## src/polynomial_evaluator_top_macros.svh

```systemverilog
// assertion macros for the polynomial evaluator
`ifndef POLYNOMIAL_EVALUATOR_TOP_MACROS_SVH
`define POLYNOMIAL_EVALUATOR_TOP_MACROS_SVH

// same-cycle implication
`define PE_ASSERT_NOW(label, clk, rst, ante, cons, msg) \
   label: assert property (@(posedge clk) disable iff (rst) (ante) |-> (cons)) \
      else $error(msg);

// next-cycle implication
`define PE_ASSERT_NEXT(label, clk, rst, ante, cons, msg) \
   label: assert property (@(posedge clk) disable iff (rst) (ante) |=> (cons)) \
      else $error(msg);

`endif

```

## src/polyeval_pkg.sv

```systemverilog
package polyeval_pkg;

   localparam int DEFAULT_MAX_DEGREE = 15;

   localparam int DEG_W   = 4;
   localparam int COEF_W  = 16;
   localparam int X_W     = 16;
   localparam int ACC_W   = 32;

   localparam logic REQ_WRITE = 1'b0;
   localparam logic REQ_EVAL  = 1'b1;

   typedef struct packed {
      logic capture;
      logic load;
      logic mul;
      logic step;
      logic wr;
   } dp_cmd_type;

endpackage

```

## src/polyeval_dp.sv

```systemverilog
module polyeval_dp #(
   parameter int MAX_DEGREE = polyeval_pkg::DEFAULT_MAX_DEGREE,
   parameter int IDX_W      = $clog2(MAX_DEGREE + 1)
) (
   input  logic                                    clock,
   input  logic                                    reset,
   input  polyeval_pkg::dp_cmd_type                cmd,
   input  logic [IDX_W-1:0]                        rd_addr,
   input  logic [IDX_W-1:0]                        wr_addr,
   input  logic signed [polyeval_pkg::COEF_W-1:0]  coef_value,
   input  logic signed [polyeval_pkg::X_W-1:0]     x_value,
   output logic signed [polyeval_pkg::ACC_W-1:0]   poly_value,
   output logic                                    saturated
);

   localparam int DEPTH  = MAX_DEGREE + 1;
   localparam int ACC_W  = polyeval_pkg::ACC_W;
   localparam int COEF_W = polyeval_pkg::COEF_W;
   localparam int X_W    = polyeval_pkg::X_W;
   localparam int PROD_W = ACC_W + X_W;
   localparam int FRAC   = 12;
   localparam int RND_W  = PROD_W - FRAC;
   localparam int CSH    = 4;
   localparam logic signed [ACC_W-1:0] ACC_MAX = {1'b0, {(ACC_W-1){1'b1}}};
   localparam logic signed [ACC_W-1:0] ACC_MIN = {1'b1, {(ACC_W-1){1'b0}}};

   logic signed [COEF_W-1:0] coef_mem_ff [DEPTH];
   logic [DEPTH-1:0]         valid_ff;
   logic signed [COEF_W-1:0] rd_data_ff;
   logic                     rd_valid_ff;
   logic signed [X_W-1:0]    x_ff;
   logic signed [ACC_W-1:0]  acc_ff;
   logic signed [ACC_W-1:0]  acc_in;
   logic signed [PROD_W-1:0] prod_ff;
   logic signed [PROD_W-1:0] prod_in;
   logic                     flag_ff;
   logic                     flag_in;

   logic signed [COEF_W-1:0] coef;
   logic signed [ACC_W-1:0]  coef_q16;
   logic signed [RND_W-1:0]  rnd;
   logic                     sat_mul;
   logic signed [ACC_W-1:0]  acc_mul;
   logic signed [ACC_W:0]    sum;
   logic                     sat_add;
   logic signed [ACC_W-1:0]  acc_add;

   // coefficient store, registered read
   always_ff @(posedge clock) begin
      if (cmd.wr) begin
         coef_mem_ff[wr_addr] <= coef_value;
      end
      rd_data_ff <= coef_mem_ff[rd_addr];
   end

   // entries never written read as zero
   always_ff @(posedge clock) begin
      if (reset) begin
         valid_ff    <= '0;
         rd_valid_ff <= 1'b0;
      end else begin
         if (cmd.wr) begin
            valid_ff[wr_addr] <= 1'b1;
         end
         rd_valid_ff <= valid_ff[rd_addr];
      end
   end

   always_comb begin
      coef     = rd_valid_ff ? rd_data_ff : '0;
      coef_q16 = {{(ACC_W-COEF_W-CSH){coef[COEF_W-1]}}, coef, {CSH{1'b0}}};

      prod_in  = acc_ff * x_ff;

      // round half up: floor(p / 4096) plus bit 11
      rnd      = prod_ff[PROD_W-1:FRAC] + RND_W'(prod_ff[FRAC-1]);
      sat_mul  = (rnd[RND_W-1:ACC_W-1] != '0) && (rnd[RND_W-1:ACC_W-1] != '1);
      acc_mul  = sat_mul ? (rnd[RND_W-1] ? ACC_MIN : ACC_MAX) : rnd[ACC_W-1:0];

      sum      = {acc_mul[ACC_W-1], acc_mul} + {coef_q16[ACC_W-1], coef_q16};
      sat_add  = sum[ACC_W] != sum[ACC_W-1];
      acc_add  = sat_add ? (sum[ACC_W] ? ACC_MIN : ACC_MAX) : sum[ACC_W-1:0];

      acc_in   = acc_ff;
      flag_in  = flag_ff;
      if (cmd.capture) begin
         flag_in = 1'b0;
      end
      if (cmd.load) begin
         acc_in = coef_q16;
      end
      if (cmd.step) begin
         acc_in  = acc_add;
         flag_in = flag_ff | sat_mul | sat_add;
      end
   end

   always_ff @(posedge clock) begin
      if (cmd.capture) begin
         x_ff <= x_value;
      end
      if (cmd.mul) begin
         prod_ff <= prod_in;
      end
      acc_ff  <= acc_in;
      flag_ff <= flag_in;
   end

   assign poly_value = acc_ff;
   assign saturated  = flag_ff;

endmodule

```

## src/polyeval_ctrl.sv

```systemverilog
module polyeval_ctrl #(
   parameter int MAX_DEGREE = polyeval_pkg::DEFAULT_MAX_DEGREE,
   parameter int IDX_W      = $clog2(MAX_DEGREE + 1)
) (
   input  logic                              clock,
   input  logic                              reset,
   input  logic                              start,
   input  logic                              req_type,
   input  logic [polyeval_pkg::DEG_W-1:0]    coef_index,
   output logic                              busy,
   input  logic                              csr_valid,
   output logic                              csr_ready,
   input  logic [polyeval_pkg::DEG_W-1:0]    csr_degree,
   output logic                              rsp_strobe,
   output polyeval_pkg::dp_cmd_type          cmd,
   output logic [IDX_W-1:0]                  rd_addr,
   output logic [IDX_W-1:0]                  wr_addr
);

   localparam int DEG_W = polyeval_pkg::DEG_W;
   localparam int CMP_W = (IDX_W > DEG_W) ? IDX_W : DEG_W;

   typedef enum logic [2:0] {
      ST_IDLE,
      ST_FETCH,
      ST_INIT,
      ST_MUL,
      ST_ACC
   } state_type;

   state_type        state_ff;
   logic [IDX_W-1:0] idx_ff;
   logic             rsp_valid_ff;
   logic [DEG_W-1:0] degree_ff;

   logic             accept;
   logic [CMP_W-1:0] deg_ext;
   logic [CMP_W-1:0] widx_ext;
   logic [IDX_W-1:0] deg_clamped;

   always_comb begin
      accept      = start && (state_ff == ST_IDLE);
      deg_ext     = CMP_W'(degree_ff);
      widx_ext    = CMP_W'(coef_index);
      deg_clamped = (deg_ext > CMP_W'(MAX_DEGREE)) ? IDX_W'(MAX_DEGREE)
                                                    : deg_ext[IDX_W-1:0];

      cmd.capture = accept && (req_type == polyeval_pkg::REQ_EVAL);
      cmd.wr      = accept && (req_type == polyeval_pkg::REQ_WRITE)
                    && (widx_ext <= CMP_W'(MAX_DEGREE));
      cmd.load    = state_ff == ST_INIT;
      cmd.mul     = state_ff == ST_MUL;
      cmd.step    = state_ff == ST_ACC;

      wr_addr     = widx_ext[IDX_W-1:0];
      rd_addr     = idx_ff;
   end

   always_ff @(posedge clock) begin
      if (reset) begin
         state_ff     <= ST_IDLE;
         idx_ff       <= '0;
         rsp_valid_ff <= 1'b0;
         degree_ff    <= '0;
      end else begin
         rsp_valid_ff <= 1'b0;
         if (csr_valid && csr_ready) begin
            degree_ff <= csr_degree;
         end
         case (state_ff)
            ST_IDLE: begin
               if (cmd.capture) begin
                  idx_ff   <= deg_clamped;
                  state_ff <= ST_FETCH;
               end
            end
            ST_FETCH: begin
               state_ff <= ST_INIT;
            end
            ST_INIT, ST_ACC: begin
               if (idx_ff == '0) begin
                  rsp_valid_ff <= 1'b1;
                  state_ff     <= ST_IDLE;
               end else begin
                  idx_ff   <= idx_ff - IDX_W'(1);
                  state_ff <= ST_MUL;
               end
            end
            ST_MUL: begin
               state_ff <= ST_ACC;
            end
            default: begin
               state_ff <= ST_IDLE;
            end
         endcase
      end
   end

   assign busy       = state_ff != ST_IDLE;
   assign csr_ready  = state_ff == ST_IDLE;
   assign rsp_strobe = rsp_valid_ff;

endmodule

```

## src/polynomial_evaluator_top.sv

```systemverilog
// Polynomial evaluator by Horner's rule, Q4.12 coefficients and point, Q16.16 result.
// A request is taken when start is high and busy is low. A write request (req_type 0)
// stores one coefficient in that same cycle, gives no result and leaves busy low. An
// evaluate request (req_type 1) keeps busy high while it fetches the top coefficient,
// loads it, then takes each remaining coefficient through the 32x16 multiplier and
// then through rounding, adding and saturating; the top coefficient index is the
// csr_degree value clamped to MAX_DEGREE. The result appears on rsp_poly_value and
// rsp_saturated for exactly one cycle with rsp_strobe high, the first cycle with busy
// low; there is no back-pressure, so the receiver must take it then. A new request
// may be given in the strobe cycle. The coefficient table reads as zero after reset.
// csr_degree is written only while busy is low.
`include "polynomial_evaluator_top_macros.svh"

module polynomial_evaluator_top #(
   parameter int MAX_DEGREE = polyeval_pkg::DEFAULT_MAX_DEGREE
) (
   input  logic                                    clock,
   input  logic                                    reset,
   input  logic                                    start,
   output logic                                    busy,
   input  logic                                    req_type,
   input  logic [polyeval_pkg::DEG_W-1:0]          req_coef_index,
   input  logic signed [polyeval_pkg::COEF_W-1:0]  req_coef_value,
   input  logic signed [polyeval_pkg::X_W-1:0]     req_x_value,
   output logic                                    rsp_strobe,
   output logic signed [polyeval_pkg::ACC_W-1:0]   rsp_poly_value,
   output logic                                    rsp_saturated,
   input  logic                                    csr_valid,
   output logic                                    csr_ready,
   input  logic [polyeval_pkg::DEG_W-1:0]          csr_degree
);

   localparam int IDX_W = $clog2(MAX_DEGREE + 1);

   polyeval_pkg::dp_cmd_type cmd;
   logic [IDX_W-1:0]         rd_addr;
   logic [IDX_W-1:0]         wr_addr;

   polyeval_ctrl #(
      .MAX_DEGREE (MAX_DEGREE),
      .IDX_W      (IDX_W)
   ) u_ctrl (
      .clock      (clock),
      .reset      (reset),
      .start      (start),
      .req_type   (req_type),
      .coef_index (req_coef_index),
      .busy       (busy),
      .csr_valid  (csr_valid),
      .csr_ready  (csr_ready),
      .csr_degree (csr_degree),
      .rsp_strobe (rsp_strobe),
      .cmd        (cmd),
      .rd_addr    (rd_addr),
      .wr_addr    (wr_addr)
   );

   polyeval_dp #(
      .MAX_DEGREE (MAX_DEGREE),
      .IDX_W      (IDX_W)
   ) u_dp (
      .clock      (clock),
      .reset      (reset),
      .cmd        (cmd),
      .rd_addr    (rd_addr),
      .wr_addr    (wr_addr),
      .coef_value (req_coef_value),
      .x_value    (req_x_value),
      .poly_value (rsp_poly_value),
      .saturated  (rsp_saturated)
   );

   `PE_ASSERT_NOW(a_strobe_when_idle, clock, reset, rsp_strobe, !busy, "result beat while busy")
   `PE_ASSERT_NEXT(a_strobe_single, clock, reset, rsp_strobe, !rsp_strobe, "result beat repeated")
   `PE_ASSERT_NEXT(a_eval_goes_busy, clock, reset, start && !busy && req_type, busy, "evaluate not started")
   `PE_ASSERT_NEXT(a_write_no_result, clock, reset, start && !busy && !req_type, !busy && !rsp_strobe, "write made work")

endmodule

```

## config.mk

```make
export PLATFORM = sky130hd
export DESIGN_NAME = polynomial_evaluator_top
export DESIGN_NICKNAME = d
export VERILOG_FILES = /design/src/polyeval_pkg.sv /design/src/polyeval_dp.sv /design/src/polyeval_ctrl.sv /design/src/polynomial_evaluator_top.sv
export VERILOG_INCLUDE_DIRS = /design/src /design/src/src
export SDC_FILE = /design/constraint.sdc
export NUM_CORES = 2
export LEC_CHECK = 0
export ABC_AREA = 1
export BUFFER_PORTS_ARGS = -buffer_cell sky130_fd_sc_hd__buf_2
export CORE_MARGIN = 4
export CORE_UTILIZATION = 59
export CTS_CLUSTER_DIAMETER = 150
export CTS_CLUSTER_SIZE = 14
export DETAILED_ROUTE_END_ITERATION = 10
export PLACE_DENSITY = 0.86
export SETUP_SLACK_MARGIN = 0.4
export SLEW_MARGIN = 0
export SYNTH_ARGS = -nofsm -noshare
export SYNTH_HDL_FRONTEND = slang
export SYNTH_HIERARCHICAL = 1
export SYNTH_SLANG_ARGS = --single-unit
```

## constraint.sdc

```tcl
create_clock -name clock -period 5.3 [get_ports clock]
set_input_delay 0 -clock clock [delete_from_list [all_inputs] [get_ports clock]]
set_output_delay 0 -clock clock [all_outputs]
set_load 0.01 [all_outputs]
```

Yosys cells after proc, flatten, opt, wreduce, memory -nomap -nowiden
Memory sizes are Yosys's and may differ from the RTL's. A register that Yosys moved wholly into a read port is not among the register bits.
Index checks and enable logic that the tools add are counted.
{"block": "word_totals", "ff_bits": 126, "ramBits": 256, "elab_cells": 73, "mem_count": 1}
{"block": "classes", "addsub": 3, "multipliers": 1, "magnitude_cmp": 5, "n_eq_ne": 8, "muxes": 23, "n_bitwise": 5, "n_reduce_logical": 17}
{"name": "u_dp.coef_mem_ff", "words": 16, "word_bits": 16, "rd": 1, "rd_ports_with_merged_regs": 1, "wr": 1, "line_no": "polyeval_dp.sv:27", "source": "logic signed [COEF_W-1:0] coef_mem_ff [DEPTH];"}
{"op": "$mux W32", "count": 6}
{"op": "$mul A32 B16 Y48", "count": 1}
{"op": "$add A36 B1 Y36", "count": 1}
{"op": "$add A32 B20 Y33", "count": 1}
{"op": "$mux W16", "count": 1}
{"op": "$or A16 B16 Y16", "count": 1}
{"op": "$mux W4", "count": 3}
{"op": "$pmux W3 S4", "count": 1}
{"op": "$lt A4 B5 Y1 const B", "count": 2}
{"op": "$pmux W4 S2", "count": 1}
{"op": "$logic_and A1 B1 Y1", "count": 7}
{"op": "$mux W1", "count": 7}
{"op": "$eq A3 B2 Y1 const B", "count": 2}
{"op": "$reduce_bool A2 Y1", "count": 3}
{"op": "$ne A5 B5 Y1 const B", "count": 1}
{"op": "$reduce_bool A5 Y1", "count": 1}
{"op": "$bmux W1 S4", "count": 1}
{"op": "$demux W1 S4", "count": 1}
{"op": "$ge A4 B1 Y1 const B", "count": 1}
{"op": "$gt A4 B4 Y1 const B", "count": 1}
{"op": "$le A4 B4 Y1 const B", "count": 1}
{"op": "$logic_not A4 Y1", "count": 1}
{"op": "$ne A2 B2 Y1 const B", "count": 2}
{"op": "$reduce_or A2 Y1", "count": 2}
{"op": "other kinds (11)", "count": 13}

Logic depth before layout (Yosys ltp)
{"block": "logic_depth", "depth_word": 8, "ltp_mapped": 33, "mapped_depth_nobuf": 31}

Cells and area by module
Netlist, hierarchy kept.
{"mod": "polyeval_dp", "instances": 1, "cells_each": 4045, "area_each_um2": 35700.5, "seq_area_each_um2": 10930.5}
{"mod": "polyeval_ctrl", "instances": 1, "cells_each": 99, "area_each_um2": 666.9, "seq_area_each_um2": 240.2}

Worst setup path before layout
OpenSTA, ideal clock, no wires.
{"block": "synth_timing", "kind": "register to register", "from": "reg u_dp.acc_ff[31] (netlist: u_dp/poly_value[31])", "to": "reg u_dp.prod_ff[47] (data pin)", "setup_time_ns": 0.252, "arrival_ns": 5.499, "t_required_ns": 5.048, "slack_ns": -0.451, "stages_incl_launch_ff": 25, "cell_sequence": "edfxtp_1 clkbuf_1 nand2_1 inv_1 fa_1 fa_1 inv_1 fa_1 fa_1 inv_1 fa_1 inv_1 fa_1 inv_1 ha_1 nand2_1 inv_1 a21oi_1 nor2_1 nor3_1 o211ai_1 a21oi_1 nand2_1 nand2_1 nand2_1"}
{"block": "synth_between", "elab_chain_len": 1}
{"item": "start: declaration", "line_no": "polyeval_dp.sv:32", "source": "logic signed [ACC_W-1:0] acc_ff;"}
{"item": "start signal: assignment", "line_no": "polyeval_dp.sv:105", "source": "acc_ff <= acc_in;"}
{"item": "$mul A32 B16 Y48", "line_no": "polyeval_dp.sv:73", "source": "prod_in = acc_ff * x_ff;"}
{"item": "via u_dp.prod_in[47]", "line_no": "polyeval_dp.sv:35", "source": "logic signed [PROD_W-1:0] prod_in;"}
{"item": "end signal: assignment", "line_no": "polyeval_dp.sv:103", "source": "prod_ff <= prod_in;"}
{"item": "end: declaration", "line_no": "polyeval_dp.sv:34", "source": "logic signed [PROD_W-1:0] prod_ff;"}
The timed path passes the listed nets, and every way through them passes these cells.
A chain may end at the register's enable or synchronous reset.

Final worst setup path
{"block": "layout_timing", "from": "reg u_dp.x_ff[5]", "to": "reg u_dp.prod_ff[29] (data pin)"}
{"block": "layout_between", "elab_chain_len": 1}
{"item": "start: declaration", "line_no": "polyeval_dp.sv:31", "source": "logic signed [X_W-1:0] x_ff;"}
{"item": "start signal: assignment", "line_no": "polyeval_dp.sv:100", "source": "x_ff <= x_value;"}
{"item": "$mul A32 B16 Y48", "line_no": "polyeval_dp.sv:73"}
{"item": "via u_dp.prod_in[29]", "line_no": "polyeval_dp.sv:35"}
The timed path passes the listed nets, and every way through them passes these cells.

==> reports/results.ini <==
[global_routing]
track_usage=0.349
grt_pass1_wl_um=180000
grt_max_degree=90
grt_antenna_before_repair=6
grt_pass1_vias=33300
overflow=0

[routing]
route.detailed.drc=0
ant_nets=0
wire_per_inst_um=22.7
dr.pass1.iters=9
num_vias=32100
drt_iter0_drc=4467
vias_per_cell=6.03
wirelength_um=121000

[floorplanning]
die-area_um2=65700
initial_core_util=0.599
die_w_um=256
ios=81
die_h_um=256
placementRows=90
core-area_um2=60700

[synthesis]
syn_avg_cell_area_um2=8.78
synth-seq-cells=387
synthArstFlopShare=0
synth_edf_count=342
yosysSeqAreaShare=0.307
syn_area_um2=36400
synth_top_area_share=0.282
synth_ff_type=edfxtp_1
syn_inst=4144
yosys-top-cells-area=edfxtp_1 (28%), fa_1 (27%), inv_1 (9.6%), nand2_1 (9.1%), ha_1 (4.9%)
synth_cell_type_count=47
ys_warn_count=6
synth_top_cell_by_area=edfxtp_1
synth_fp_nets=4817

[setup_path]
cp.required_ns=5.63
crit_fanout=11
rrSetupSlack_ns=-0.68
arrival_ns=6.31
crit_type=flop to flop
cp-end-kind=flop
reg2reg_from=u_dp/x_ff[5]
critPathLaunch=u_dp/x_ff[5]
crit_path_start_kind=flop

[timing]
rsz0062_at_grt=true
fin_crit_sh=1.13
hold_violations=0
timing.final.ws_setup_ns=-0.678
drv_slew=0
min_period_ns=5.98
fin_tns_setup_ns=-16.49
tightest_slew_ns=1.31
setup_viol=37
skew_ns=0.0384
whs_ns=0.0463
fmax_mhz=167
relSlewSlack=0.128

[clocking]
cts_root_buf=clkbuf_16
cts-buffers-inserted=35
cts_tree=done
clk_pin_slew_ns=0.07
clock_sinks=387
cts_max_level=2
clk_path_buf_depth=3
clk_latency_ns=0.59

[layout]
layout_commonest_cell=inv_1
drive_gt1_frac=0.227
syn_to_final_growth_pct=21.9
layout_common_cells=inv_1 (840), nand2_1 (780), fa_1 (444)
fin_area_um2=44300
nets=5188
fin_util=0.730

[hold_path]
min_path_type=input port to flop
min_from=req_coef_index[2]

[flow_run]
maxCapViolCount=0

[run_status]
violations=negative setup slack
outcome=complete, but fails checks

[placed_design]
place_area_um2=40900
io_buffers=80
dp_hpwl_um=78100
globalplace.congestion=0.938

[layer usage]
metal / vias to the layer above / wire length [um] / GRT usage
met3: 799 / 15400 / 0.0848
met4: 10 / 8840 / 0.180
li1: 13400 / - / -
met5: - / 61 / 0
met2: 2589 / 55800 / 0.569
met1: 15300 / 40400 / 0.437
[state kept, by name, summed over array words and instances (netlist names)]
register	count
u_ctrl/deg_ext	4
u_dp/valid_ff	16
u_dp/saturated	1
u_ctrl/state_ff	3
u_ctrl/rd_addr	4
u_dp/prod_ff	37
u_ctrl/rsp_strobe	1
u_dp/rd_data_ff	16
u_dp/x_ff	16
u_dp/coef_mem_ff	256
u_dp/poly_value	32
u_dp/rd_valid_ff	1
[cell type report]
type                    instances  area [um^2]
clock buffers                  50          932
well taps                     782          978
flip-flops and latches        387        11200
repair buffers                509         4700
multi-input cells            2641        22900
inverters                     941         3540
diodes                          1         2.50
clock inverters                 8          103
fillers                      3674        16400
[path summary, 6_finish.rpt]
path | to | cells past startpoint
worst min register to register | u_dp/valid_ff[1] | 2
worst max register to register | u_dp/prod_ff[29] | 24
worst max-delay path | u_dp/prod_ff[29] | 24
worst min-delay path | u_dp/coef_mem_ff[8][11] | 4
[synthesized netlist by cell type, types with 2 or more instances]
cell type    n
nor3_1      16
and3_1       3
o21bai_1    15
nor2_1     398
xor2_1      59
a21oi_1    119
clkbuf_1   160
a211oi_1     2
buf_6        5
nand4_1     19
a31oi_1      6
nor3_2       3
and2_1       2
nand3_1     93
edfxtp_1   342
o21ai_1      4
or2_2       10
nor4_1       8
inv_1      932
o21ai_0    177
o22ai_1     18
o21a_1       3
buf_4        8
a21oi_2     16
fa_1       486
ha_1       142
nand2_2     19
nor2_4       9
o221ai_1    49
nand3_2      5
nand2_1    883
xnor2_1     28
o211ai_1    23
dfxtp_1     45
inv_2        8
a21o_1       9
nand4_2      2
nand3b_1     3
a21boi_0     3
nor2_2       5
[cells by family after synthesis]
family                     count (synthesis)  share of synthesized area
AOI/OAI and AO/OA                        445                     0.0727
xor gates and xnor gates                  87                     0.0210
adders and majority gates                628                      0.316
buffers and inverters                   1116                      0.117
DFF                                      387                      0.307
and+or+nand+nor                         1481                      0.166
[critical path, stage by stage, from the launching register on]
cell	delay (ns)
edfxtp_1	0.40
buf_6	0.18
buf_12	0.17
nand2_1	0.09
inv_1	0.06
fa_1	0.50
inv_1	0.07
fa_2	0.53
inv_1	0.07
fa_1	0.40
inv_1	0.20
fa_1	0.48
inv_1	0.09
fa_1	0.45
inv_2	0.09
fa_1	0.46
inv_2	0.09
ha_4	0.22
a21o_1	0.19
a31oi_2	0.20
o21ai_1	0.10
a31oi_1	0.22
nand2_2	0.15
buf_4	0.16
xor2_1	0.16
[timing repair]
item	in CTS	in global routing
pin swaps	85	123
setup endpoints to repair	39	69
resized for setup	176	243
endpoints found under the hold margin	301	0
hold buffers	50	0
setup buffers	32	19
cloned	7	0
[metrics by stage]
step | setup slack, ns | cells
after detailed placement | -0.522 | 5152
after global routing | -0.785 | 5319
after CTS | -0.468 | 5299
final | -0.678 | 5319
after global placement | -0.438 | 5152
after floorplan | -0.142 | 4144
Power is left out: the tool's default activity adds up to more than one toggle a clock period on the data nets, which glitch-free logic cannot reach.
